$ cat src/rtl/iff_pkg.sv
// shared types and constants of the integer field formatter
// no dependencies; every other file imports this package

package iff_pkg;

  // field widths of the request and character channels
  localparam int unsigned KIND_W  = 3;
  localparam int unsigned VALUE_W = 32;
  localparam int unsigned WIDTH_W = 6;
  localparam int unsigned CH_W    = 8;

  // conversion kinds, the unused code behaves as none
  localparam logic [KIND_W-1:0] KIND_S16  = 3'd0;
  localparam logic [KIND_W-1:0] KIND_S32  = 3'd1;
  localparam logic [KIND_W-1:0] KIND_U16  = 3'd2;
  localparam logic [KIND_W-1:0] KIND_HEXL = 3'd3;
  localparam logic [KIND_W-1:0] KIND_HEXU = 3'd4;
  localparam logic [KIND_W-1:0] KIND_CHAR = 3'd5;
  localparam logic [KIND_W-1:0] KIND_NONE = 3'd6;

  // ascii characters
  localparam logic [CH_W-1:0] CH_SPACE   = 8'h20;
  localparam logic [CH_W-1:0] CH_MINUS   = 8'h2D;
  localparam logic [CH_W-1:0] CH_ZERO    = 8'h30;
  localparam logic [CH_W-1:0] CH_UPPER_A = 8'h41;
  localparam logic [CH_W-1:0] CH_LOWER_A = 8'h61;

  // bcd conversion: ten digits, one binary bit shifted in per step
  localparam int unsigned NDIG   = 10;
  localparam int unsigned BCD_W  = 4 * NDIG;
  localparam int unsigned ITER_W = 5;
  localparam int unsigned TLEN_W = 4;

  typedef enum logic [3:0] {
    ST_IDLE,
    ST_CONV,
    ST_SIZE,
    ST_ROUTE,
    ST_PAD_A,
    ST_SIGN,
    ST_PAD_B,
    ST_TEXT,
    ST_PAD_C
  } state_e;

  typedef enum logic [1:0] {
    SEL_PAD,
    SEL_SIGN,
    SEL_TEXT
  } sel_e;

  typedef struct packed {
    logic load;
    logic conv;
    logic size;
    logic emit;
    sel_e sel;
  } dp_cmd_t;

  typedef struct packed {
    logic is_dec;
    logic conv_last;
    logic minus;
    logic left;
    logic zero;
    logic pad_nz;
    logic pad_one;
    logic txt_nz;
    logic txt_one;
    logic slot_free;
  } dp_sts_t;

endpackage

$ cat src/rtl/iff_req_if.sv
// request channel: one field to format per item
// depends on iff_pkg for the field widths

interface iff_req_if;
  import iff_pkg::*;

  logic                valid;
  logic                ready;
  logic [KIND_W-1:0]   req_type;
  logic [VALUE_W-1:0]  value;
  logic [WIDTH_W-1:0]  width;
  logic                align_left;
  logic                fill_zero;

  modport source (
    output valid, req_type, value, width, align_left, fill_zero,
    input  ready
  );

  modport sink (
    input  valid, req_type, value, width, align_left, fill_zero,
    output ready
  );
endinterface

$ cat src/rtl/iff_chr_if.sv
// character channel: one ascii character per item
// depends on iff_pkg for the field widths

interface iff_chr_if;
  import iff_pkg::*;

  logic            valid;
  logic            ready;
  logic [CH_W-1:0] ch;
  logic            last;

  modport source (
    output valid, ch, last,
    input  ready
  );

  modport sink (
    input  valid, ch, last,
    output ready
  );
endinterface

$ cat src/rtl/iff_ctrl.sv
// controller of the formatter: sequences load, conversion, sizing and emission
// depends on iff_pkg for the state, command and status types

module iff_ctrl (
  input  logic             clk_i,
  input  logic             rst_ni,
  input  logic             in_valid_i,
  output logic             in_ready_o,
  input  iff_pkg::dp_sts_t sts_i,
  output iff_pkg::dp_cmd_t cmd_o
);
  import iff_pkg::*;

  state_e state_q, state_d;

  logic   pada_act, sign_act, padb_act, text_act, padc_act;
  state_e after_text, after_padb, after_sign, after_pada, first_phase;

  // each phase is skipped when it has nothing to emit
  assign pada_act = !sts_i.left && !sts_i.zero && sts_i.pad_nz;
  assign sign_act = sts_i.minus;
  assign padb_act = !sts_i.left && sts_i.zero && sts_i.pad_nz;
  assign text_act = sts_i.txt_nz;
  assign padc_act = sts_i.left && sts_i.pad_nz;

  assign after_text  = padc_act ? ST_PAD_C : ST_IDLE;
  assign after_padb  = text_act ? ST_TEXT  : after_text;
  assign after_sign  = padb_act ? ST_PAD_B : after_padb;
  assign after_pada  = sign_act ? ST_SIGN  : after_sign;
  assign first_phase = pada_act ? ST_PAD_A : after_pada;

  always_ff @(posedge clk_i or negedge rst_ni) begin
    if (!rst_ni) begin
      state_q <= ST_IDLE;
    end else begin
      state_q <= state_d;
    end
  end

  always_comb begin
    state_d    = state_q;
    in_ready_o = 1'b0;
    cmd_o      = '{load: 1'b0, conv: 1'b0, size: 1'b0, emit: 1'b0, sel: SEL_PAD};
    case (state_q)
      ST_IDLE: begin
        in_ready_o = 1'b1;
        if (in_valid_i) begin
          cmd_o.load = 1'b1;
          state_d    = ST_CONV;
        end
      end
      ST_CONV: begin
        if (!sts_i.is_dec) begin
          state_d = ST_SIZE;
        end else begin
          cmd_o.conv = 1'b1;
          if (sts_i.conv_last) state_d = ST_SIZE;
        end
      end
      ST_SIZE: begin
        cmd_o.size = 1'b1;
        state_d    = ST_ROUTE;
      end
      ST_ROUTE: begin
        state_d = first_phase;
      end
      ST_PAD_A: begin
        cmd_o.sel = SEL_PAD;
        if (sts_i.slot_free) begin
          cmd_o.emit = 1'b1;
          if (sts_i.pad_one) state_d = after_pada;
        end
      end
      ST_SIGN: begin
        cmd_o.sel = SEL_SIGN;
        if (sts_i.slot_free) begin
          cmd_o.emit = 1'b1;
          state_d    = after_sign;
        end
      end
      ST_PAD_B: begin
        cmd_o.sel = SEL_PAD;
        if (sts_i.slot_free) begin
          cmd_o.emit = 1'b1;
          if (sts_i.pad_one) state_d = after_padb;
        end
      end
      ST_TEXT: begin
        cmd_o.sel = SEL_TEXT;
        if (sts_i.slot_free) begin
          cmd_o.emit = 1'b1;
          if (sts_i.txt_one) state_d = after_text;
        end
      end
      ST_PAD_C: begin
        cmd_o.sel = SEL_PAD;
        if (sts_i.slot_free) begin
          cmd_o.emit = 1'b1;
          if (sts_i.pad_one) state_d = ST_IDLE;
        end
      end
      default: begin
        state_d = ST_IDLE;
      end
    endcase
  end

endmodule

$ cat src/rtl/iff_dpath.sv
// datapath of the formatter: request registers, shift-add-3 bcd converter,
// field sizing, character selection and the output register; uses iff_pkg

module iff_dpath (
  input  logic                         clk_i,
  input  logic                         rst_ni,
  input  iff_pkg::dp_cmd_t             cmd_i,
  output iff_pkg::dp_sts_t             sts_o,
  input  logic [iff_pkg::KIND_W-1:0]   req_type_i,
  input  logic [iff_pkg::VALUE_W-1:0]  value_i,
  input  logic [iff_pkg::WIDTH_W-1:0]  width_i,
  input  logic                         align_left_i,
  input  logic                         fill_zero_i,
  input  logic                         out_ready_i,
  output logic                         out_valid_o,
  output logic [iff_pkg::CH_W-1:0]     ch_o,
  output logic                         last_o
);
  import iff_pkg::*;

  logic [KIND_W-1:0]  kind_q;
  logic [VALUE_W-1:0] val_q;
  logic [WIDTH_W-1:0] width_q;
  logic               left_q, zero_q, minus_q;
  logic [BCD_W-1:0]   bcd_q, bcd_d;
  logic [VALUE_W-1:0] bin_q;
  logic [ITER_W-1:0]  iter_q;
  logic [WIDTH_W-1:0] pad_q, remain_q;
  logic [TLEN_W-1:0]  tidx_q;
  logic               out_valid_q, last_q;
  logic [CH_W-1:0]    ch_q;

  logic               is_dec, slot_free;
  logic [15:0]        v16;
  logic [VALUE_W-1:0] mag;
  logic               neg;
  logic [BCD_W-1:0]   adj;
  logic [TLEN_W-1:0]  ndig, tlen, len;
  logic [WIDTH_W-1:0] len_w, pad_d;
  logic [TLEN_W-1:0]  tpos;
  logic [3:0]         nib;
  logic [CH_W-1:0]    base, txt_ch, emit_ch;

  always_comb begin
    case (kind_q)
      KIND_S16, KIND_S32, KIND_U16: is_dec = 1'b1;
      default:                      is_dec = 1'b0;
    endcase
  end

  assign slot_free = !out_valid_q || out_ready_i;

  // magnitude of the operand, most negative values wrap to their own magnitude
  always_comb begin
    v16 = value_i[15:0];
    neg = 1'b0;
    mag = {16'h0, v16};
    case (req_type_i)
      KIND_S16: begin
        neg = v16[15];
        mag = {16'h0, (neg ? 16'(~v16 + 16'd1) : v16)};
      end
      KIND_S32: begin
        neg = value_i[VALUE_W-1];
        mag = neg ? (~value_i + 32'd1) : value_i;
      end
      default: begin
        neg = 1'b0;
        mag = {16'h0, v16};
      end
    endcase
  end

  // one shift-add-3 step: adjust every digit, then shift in the next bit
  always_comb begin
    adj = bcd_q;
    for (int i = 0; i < NDIG; i++) begin
      if (bcd_q[4*i +: 4] >= 4'd5) adj[4*i +: 4] = bcd_q[4*i +: 4] + 4'd3;
    end
    bcd_d = {adj[BCD_W-2:0], bin_q[VALUE_W-1]};
  end

  // digit count: position of the highest nonzero digit, at least one
  always_comb begin
    ndig = TLEN_W'(1);
    for (int i = 1; i < NDIG; i++) begin
      if (bcd_q[4*i +: 4] != 4'd0) ndig = TLEN_W'(i + 1);
    end
  end

  always_comb begin
    case (kind_q)
      KIND_S16, KIND_S32, KIND_U16, KIND_HEXL, KIND_HEXU: tlen = ndig;
      KIND_CHAR: tlen = (val_q[7:0] != 8'h00) ? TLEN_W'(1) : TLEN_W'(0);
      default:   tlen = TLEN_W'(0);
    endcase
    len   = tlen + TLEN_W'(minus_q);
    len_w = WIDTH_W'(len);
    pad_d = (width_q > len_w) ? (width_q - len_w) : '0;
  end

  // text is emitted from the most significant digit down
  assign tpos = tidx_q - TLEN_W'(1);

  always_comb begin
    nib = 4'd0;
    for (int i = 0; i < NDIG; i++) begin
      if (tpos == TLEN_W'(i)) nib = bcd_q[4*i +: 4];
    end
    base = (kind_q == KIND_HEXU) ? CH_UPPER_A : CH_LOWER_A;
    if (kind_q == KIND_CHAR) begin
      txt_ch = val_q[7:0];
    end else if (nib > 4'd9) begin
      txt_ch = base + CH_W'(nib - 4'd10);
    end else begin
      txt_ch = CH_ZERO + CH_W'(nib);
    end
  end

  always_comb begin
    case (cmd_i.sel)
      SEL_PAD:  emit_ch = (zero_q && !left_q) ? CH_ZERO : CH_SPACE;
      SEL_SIGN: emit_ch = CH_MINUS;
      SEL_TEXT: emit_ch = txt_ch;
      default:  emit_ch = CH_SPACE;
    endcase
  end

  // request, converter and counters
  always_ff @(posedge clk_i) begin
    if (cmd_i.load) begin
      kind_q  <= req_type_i;
      val_q   <= value_i;
      width_q <= width_i;
      left_q  <= align_left_i;
      zero_q  <= fill_zero_i;
      minus_q <= neg;
      bin_q   <= mag;
      iter_q  <= '0;
      case (req_type_i)
        KIND_S16, KIND_S32, KIND_U16: bcd_q <= '0;
        default:                      bcd_q <= {8'h00, value_i};
      endcase
    end else if (cmd_i.conv) begin
      bcd_q  <= bcd_d;
      bin_q  <= {bin_q[VALUE_W-2:0], 1'b0};
      iter_q <= iter_q + ITER_W'(1);
    end else if (cmd_i.size) begin
      pad_q    <= pad_d;
      tidx_q   <= tlen;
      remain_q <= pad_d + len_w;
    end else if (cmd_i.emit) begin
      remain_q <= remain_q - WIDTH_W'(1);
      if (cmd_i.sel == SEL_PAD)  pad_q  <= pad_q - WIDTH_W'(1);
      if (cmd_i.sel == SEL_TEXT) tidx_q <= tidx_q - TLEN_W'(1);
    end
  end

  // output register
  always_ff @(posedge clk_i or negedge rst_ni) begin
    if (!rst_ni) begin
      out_valid_q <= 1'b0;
    end else if (cmd_i.emit) begin
      out_valid_q <= 1'b1;
    end else if (out_ready_i) begin
      out_valid_q <= 1'b0;
    end
  end

  always_ff @(posedge clk_i) begin
    if (cmd_i.emit) begin
      ch_q   <= emit_ch;
      last_q <= (remain_q == WIDTH_W'(1));
    end
  end

  assign out_valid_o = out_valid_q;
  assign ch_o        = ch_q;
  assign last_o      = last_q;

  assign sts_o.is_dec    = is_dec;
  assign sts_o.conv_last = (iter_q == {ITER_W{1'b1}});
  assign sts_o.minus     = minus_q;
  assign sts_o.left      = left_q;
  assign sts_o.zero      = zero_q;
  assign sts_o.pad_nz    = (pad_q != '0);
  assign sts_o.pad_one   = (pad_q == WIDTH_W'(1));
  assign sts_o.txt_nz    = (tidx_q != '0);
  assign sts_o.txt_one   = (tidx_q == TLEN_W'(1));
  assign sts_o.slot_free = slot_free;

endmodule

$ cat src/rtl/integer_field_formatter.sv
// top level of the integer field formatter: controller plus datapath
// depends on iff_pkg, iff_req_if, iff_chr_if, iff_ctrl and iff_dpath
//
//   channel  dir  payload                                        handshake
//   req_i    in   req_type, value, width, align_left, fill_zero  valid/ready
//   chr_o    out  ch, last (last marks the field's final char)   valid/ready
//
// a field of a decimal kind first passes through the shift-add-3 converter, one
// bit per cycle, before its characters are emitted; the other kinds skip it
// one field is worked on at a time; req_i is ready only between fields
// a stalled consumer holds the output register and pauses emission
// reset clears the state machine and the output valid flag

module integer_field_formatter (
  input  logic      clk_i,
  input  logic      rst_ni,
  iff_req_if.sink   req_i,
  iff_chr_if.source chr_o
);
  import iff_pkg::*;

  dp_cmd_t cmd;
  dp_sts_t sts;

  iff_ctrl u_ctrl (
    .clk_i      (clk_i),
    .rst_ni     (rst_ni),
    .in_valid_i (req_i.valid),
    .in_ready_o (req_i.ready),
    .sts_i      (sts),
    .cmd_o      (cmd)
  );

  iff_dpath u_dpath (
    .clk_i        (clk_i),
    .rst_ni       (rst_ni),
    .cmd_i        (cmd),
    .sts_o        (sts),
    .req_type_i   (req_i.req_type),
    .value_i      (req_i.value),
    .width_i      (req_i.width),
    .align_left_i (req_i.align_left),
    .fill_zero_i  (req_i.fill_zero),
    .out_ready_i  (chr_o.ready),
    .out_valid_o  (chr_o.valid),
    .ch_o         (chr_o.ch),
    .last_o       (chr_o.last)
  );

endmodule
$ cat src/flat_wrapper.sv
// flat-port wrapper written by rule: the top's interface ports become plain ports
module integer_field_formatter_flat import iff_pkg::*;
  (clk_i, rst_ni, req_i_valid, req_i_req_type, req_i_value, req_i_width, req_i_align_left, req_i_fill_zero, req_i_ready, chr_o_valid, chr_o_ch, chr_o_last, chr_o_ready);
  iff_req_if req_i_i ();
  iff_chr_if chr_o_i ();
  input  logic clk_i;
  input  logic rst_ni;
  input wire logic [$bits(req_i_i.valid)-1:0] req_i_valid;
  input wire logic [$bits(req_i_i.req_type)-1:0] req_i_req_type;
  input wire logic [$bits(req_i_i.value)-1:0] req_i_value;
  input wire logic [$bits(req_i_i.width)-1:0] req_i_width;
  input wire logic [$bits(req_i_i.align_left)-1:0] req_i_align_left;
  input wire logic [$bits(req_i_i.fill_zero)-1:0] req_i_fill_zero;
  output wire logic [$bits(req_i_i.ready)-1:0] req_i_ready;
  output wire logic [$bits(chr_o_i.valid)-1:0] chr_o_valid;
  output wire logic [$bits(chr_o_i.ch)-1:0] chr_o_ch;
  output wire logic [$bits(chr_o_i.last)-1:0] chr_o_last;
  input wire logic [$bits(chr_o_i.ready)-1:0] chr_o_ready;
  assign req_i_i.valid = req_i_valid;
  assign req_i_i.req_type = req_i_req_type;
  assign req_i_i.value = req_i_value;
  assign req_i_i.width = req_i_width;
  assign req_i_i.align_left = req_i_align_left;
  assign req_i_i.fill_zero = req_i_fill_zero;
  assign req_i_ready = req_i_i.ready;
  assign chr_o_valid = chr_o_i.valid;
  assign chr_o_ch = chr_o_i.ch;
  assign chr_o_last = chr_o_i.last;
  assign chr_o_i.ready = chr_o_ready;
  integer_field_formatter u_core (.clk_i(clk_i), .rst_ni(rst_ni), .req_i(req_i_i), .chr_o(chr_o_i));
endmodule
$ cat config.mk
export PLATFORM = sky130hd
export DESIGN_NAME = integer_field_formatter_flat
export DESIGN_NICKNAME = d
export VERILOG_FILES = /design/src/rtl/iff_pkg.sv /design/src/rtl/iff_req_if.sv /design/src/rtl/iff_chr_if.sv /design/src/rtl/iff_ctrl.sv /design/src/rtl/iff_dpath.sv /design/src/rtl/integer_field_formatter.sv /design/src/flat_wrapper.sv
export SDC_FILE = /design/constraint.sdc
export NUM_CORES = 1
export LEC_CHECK = 0
export BUFFER_PORTS_ARGS = -buffer_cell sky130_fd_sc_hd__buf_2
export CAP_MARGIN = 10
export CORE_ASPECT_RATIO = 1.4
export CORE_MARGIN = 1
export CORE_UTILIZATION = 45
export CTS_BUF_LIST = sky130_fd_sc_hd__clkbuf_16
export CTS_CLUSTER_DIAMETER = 50
export DETAILED_ROUTE_END_ITERATION = 8
export HOLD_SLACK_MARGIN = 0.06
export PLACE_DENSITY = 0.66
export SLEW_MARGIN = 25
export SYNTH_ARGS = -nofsm -noshare
export SYNTH_HDL_FRONTEND = slang
export SYNTH_SLANG_ARGS = --single-unit
$ cat constraint.sdc
create_clock -name clk_i -period 13.2 [get_ports clk_i]
set_input_delay 2.64 -clock clk_i [delete_from_list [all_inputs] [get_ports clk_i]]
set_output_delay 2.64 -clock clk_i [all_outputs]
set_load 0.1 [all_outputs]
==> results summary <==
The kind of cell adding the most delay to the critical path is compound AO/OA/AOI/OAI gates. TritonCTS built the clock tree. The detail route stage leaves a number of antenna-violating nets equal to 0. The area inside the core boundary came out at 0.01868 mm^2. The completed layout was analyzed and its total power is 2375 uW. For this design, the sink count on the clock tree is 127. The post-CTS resize count is 0. The combined flip-flop and latch cell area is 0.003739 mm^2. The start-to-end type of the worst setup path is flip-flop to flip-flop.

The cell seen most often among critical-path stages is ha_1. The Yosys step of the flow raised 0 warnings. The aggregate negative setup slack is 0 ns.

The total nets after synthesis came out at 1016. The H-tree was split into 4 levels. The clock skew after layout came out at between 0.008 and 0.009 ns. By count the netlist is led by nand2_1, edfxtp_1, o21ai_0. The effective utilization at floorplan is a little under half. The number of synthesized register bits is ~130. The post-placement setup slack came out at between 7 and 8 ns. For the pin with the worst max-slew slack, the measured transition is 0.9675 ns. The cell accounting for the most synthesized area is edfxtp_1. The die outline area is 0.01975 mm^2. Measured in cells, the most critical reg-to-reg path has a length of 26. The flow ran to the end, and the final reports show no timing, DRC or antenna violations. The total track usage is 20.64%. The number of global-route vias before repair was 6644.

After synthesis, flip-flops and latches occupy 43.32% of the total area. The number of antenna violations at the first check in global routing came out at 0. The synthesized design contains 117 enable-type register cells.

For this run, the leading register cell type out of synthesis is edfxtp_1. The length of the first detailed-routing pass in iterations came out at 5. The highest attainable clock frequency came out at 183.9 MHz. The synthesis-to-finish area growth is 11.92%. The remaining design rule violation count is 0. The worst-case headroom to the max-slew limit came out at 35.50%. Yosys instantiated no cell more often than nand2_1. The critical path capture point type is a flip-flop.

Summed over all cells, the static leakage comes to 0.003630 uW. The average cell area after synthesis came out at between 9 and 10 um^2. Hold is met by 0.4956 ns. The number of buffers and inverters on the critical path is 2. After technology mapping, the gate count stands at 921. The required time at the worst-slack endpoint is 13.36 ns. The maximum clock insertion buffer count came out at 2. In the synthesized netlist the async set-or-reset flop fraction comes to 3.937%. The wire length of the first global-routing pass came out at 32.19 mm.

The combined area of all synthesized cells is 0.008631 mm^2. Summing all placed instances gives a cell area of 0.009129 mm^2. The vertical die dimension came out at 165.9 um. The number of stages on the worst setup path came out at 26.

The number of buffers inserted during clock tree synthesis is 17. The initial detailed-routing violation count came out at between 300 and 400. The worst ir drop on vdd came out at 0.1104 mV.

The share of post-route cells with drive strength above 1 came out at 12.26%. The final count of negative-setup-slack endpoints came out at 0. The largest net degree at the start of global routing is between 70 and 80. The worst hold path belongs to the class flip-flop to flip-flop. The element type at the critical path start is a flip-flop.

The tool flagged a number of max-cap violations equal to 0. Along the worst path, the maximum fanout reaches 8. The net total in the final layout came out at 1062. After synthesis, the cell types taking the most area are edfxtp_1, ha_1, nand2_1. The number of different library cells used by synthesis comes to 80. The clock reaches the later pin of the worst-skew pair after 0.42 ns. The global-route congestion overflow total is 0.

The width of the die is around 120 um. The biggest cell delay along the critical path is between 0.6 and 0.7 ns. The quantity of I/O buffers inserted on ports came out at 57. The share of the cycle needed by the critical path after routing came out at around two fifths. Setup repair after global routing left no endpoint under its margin. The count of final max-slew check failures came out at 0. The number of antenna cells inserted came out at 0. The post-detailed-routing wire length is about 20 mm. The per-cell routed wire length came out at 16.18 um. The number of vias after detailed routing came out at 6884.

The filler cells instantiated in the layout total 1725. The finished cells cover 0.009659 mm^2. The worst setup slack after layout came out at between 7 and 8 ns. After legalization and detailed placement, the total HPWL measured 14.32 mm.

The top-level I/O count came out at 58. The placer congestion estimate came out at between 0.8 and 0.9. Data on the critical path arrives at its endpoint at 5.60 ns. The power per cell area came out at between 200 and 250 mW/mm^2. After clock tree synthesis, the setup repair step added 0 buffers.

The number of failing hold endpoints at the final stage is 0. Of the post-synthesis cell area, the dominant cell type holds 40.71%. The number of vias per cell is 5.629.

The worst hold path was traced through 2 stages. The count of standard-cell rows is 59. The number of hold buffers added after CTS was 0. The final critical delay including setup and external delays is ~5.4 ns.

Clock-pin slew was measured on the worst setup and hold paths at 0.06 ns. The area occupied by multi-input gates is 0.004578 mm^2. The slowest cell on the critical path is a2111oi_4. The tree is rooted in a clkbuf_16.
## sequential cells by signal, summed over array words and instances (netlist names)
signal / cells
u_core.u_dpath.ch_o: 8
u_core.u_dpath.remain_q: 6
u_core.u_dpath.bcd_q: 40
u_core.u_dpath.left_q: 1
u_core.u_dpath.val_q: 8
u_core.u_dpath.out_valid_o: 1
u_core.u_dpath.zero_q: 1
u_core.u_dpath.width_q: 6
u_core.u_dpath.pad_q: 6
u_core.u_ctrl.state_q: 4
u_core.u_dpath.minus_q: 1
u_core.u_dpath.last_o: 1
u_core.u_dpath.kind_q: 3
u_core.u_dpath.tidx_q: 4
u_core.u_dpath.bin_q: 32
u_core.u_dpath.iter_q: 5
## worst register-to-register path: cells and delay by family (launching register included)
family,cells,cell delay [ns]
AOI/OAI and AO/OA,10,2.04
adders and majority gates,5,1.49
DFF,1,0.39
buffers and inverters,2,0.17
xor gates and xnor gates,1,0.17
and+or+nand+nor,8,0.91
## layout make-up
cell class | instances | share of cell area, %
Multi-Input combinational cell | 709 | 47.40
Inverter | 51 | 1.982
Timing Repair Buffer | 61 | 3.264
Clock buffer | 17 | 4.404
Tap cell | 244 | 3.161
Clock inverter | 14 | 1.088
Sequential cell | 127 | 38.70
## layout by cell type, fill, tap and decap left out, types with 6 or more instances in the layout
cell,count
nand2_1,119
edfxtp_1,117
o21ai_0,79
a21oi_1,75
nor2_1,67
buf_2,57
inv_1,51
ha_1,46
xnor2_1,35
xor2_1,34
nor3_1,22
nand3_1,20
nand2b_1,18
o31ai_1,18
clkbuf_16,17
o21ai_1,12
nor3b_1,12
nor2b_1,11
o211ai_1,7
nor4_1,6
mux2i_1,6
or3_1,6
o41ai_1,6
## final timing paths
| kind | start | endpoint | slack [ns] |
|---|---|---|---|
| max | u_core.u_dpath.bcd_q[4] | u_core.u_dpath.remain_q[5] | 7.76 |
| min | u_core.u_dpath.iter_q[3] | u_core.u_dpath.iter_q[3] | 0.50 |
| max reg2reg | u_core.u_dpath.bcd_q[4] | u_core.u_dpath.remain_q[5] | 7.76 |
| min reg2reg | u_core.u_dpath.iter_q[3] | u_core.u_dpath.iter_q[3] | 0.50 |
| max in group asynchronous | rst_ni | u_core.u_ctrl.state_q[1] | 11.04 |
| min in group asynchronous | rst_ni | u_core.u_ctrl.state_q[0] | 2.02 |
## cell families (layout without fill, tap and decap cells)
family	after synthesis	in the layout	share of synthesized area [%]
muxes	8	8	0.9568
DFF	127	127	43.32
xor gates and xnor gates	69	69	7.002
and+or+nand+nor	325	325	18.70
buffers and inverters	85	143	3.827
AOI/OAI and AO/OA	258	258	18.95
adders and majority gates	49	49	7.248
## metrics by stage
step	util (%)	std cells
floorplan	-	921
global placement	48.85	1192
detailed placement	48.88	1192
CTS	51.72	1223
global route	51.72	1223
finish	51.72	1223
## report_power, final
group          switching, uW  internal, uW  total [uW]
clock                    178           253         432
sequential               126           678         804
combinational            719           421        1140
## routing by layer
layer / vias to the layer above / track usage (%) / part of all wire, %
met1: 3255 / 23.94 / 43
met2: 140 / 36.80 / 52
li1: 3456 / - / -
met4: 0 / 8.696 / 2.4
met5: - / 0 / 0
met3: 33 / 3.880 / 3.2
No activity file was read; power rests on OpenSTA's default activity.
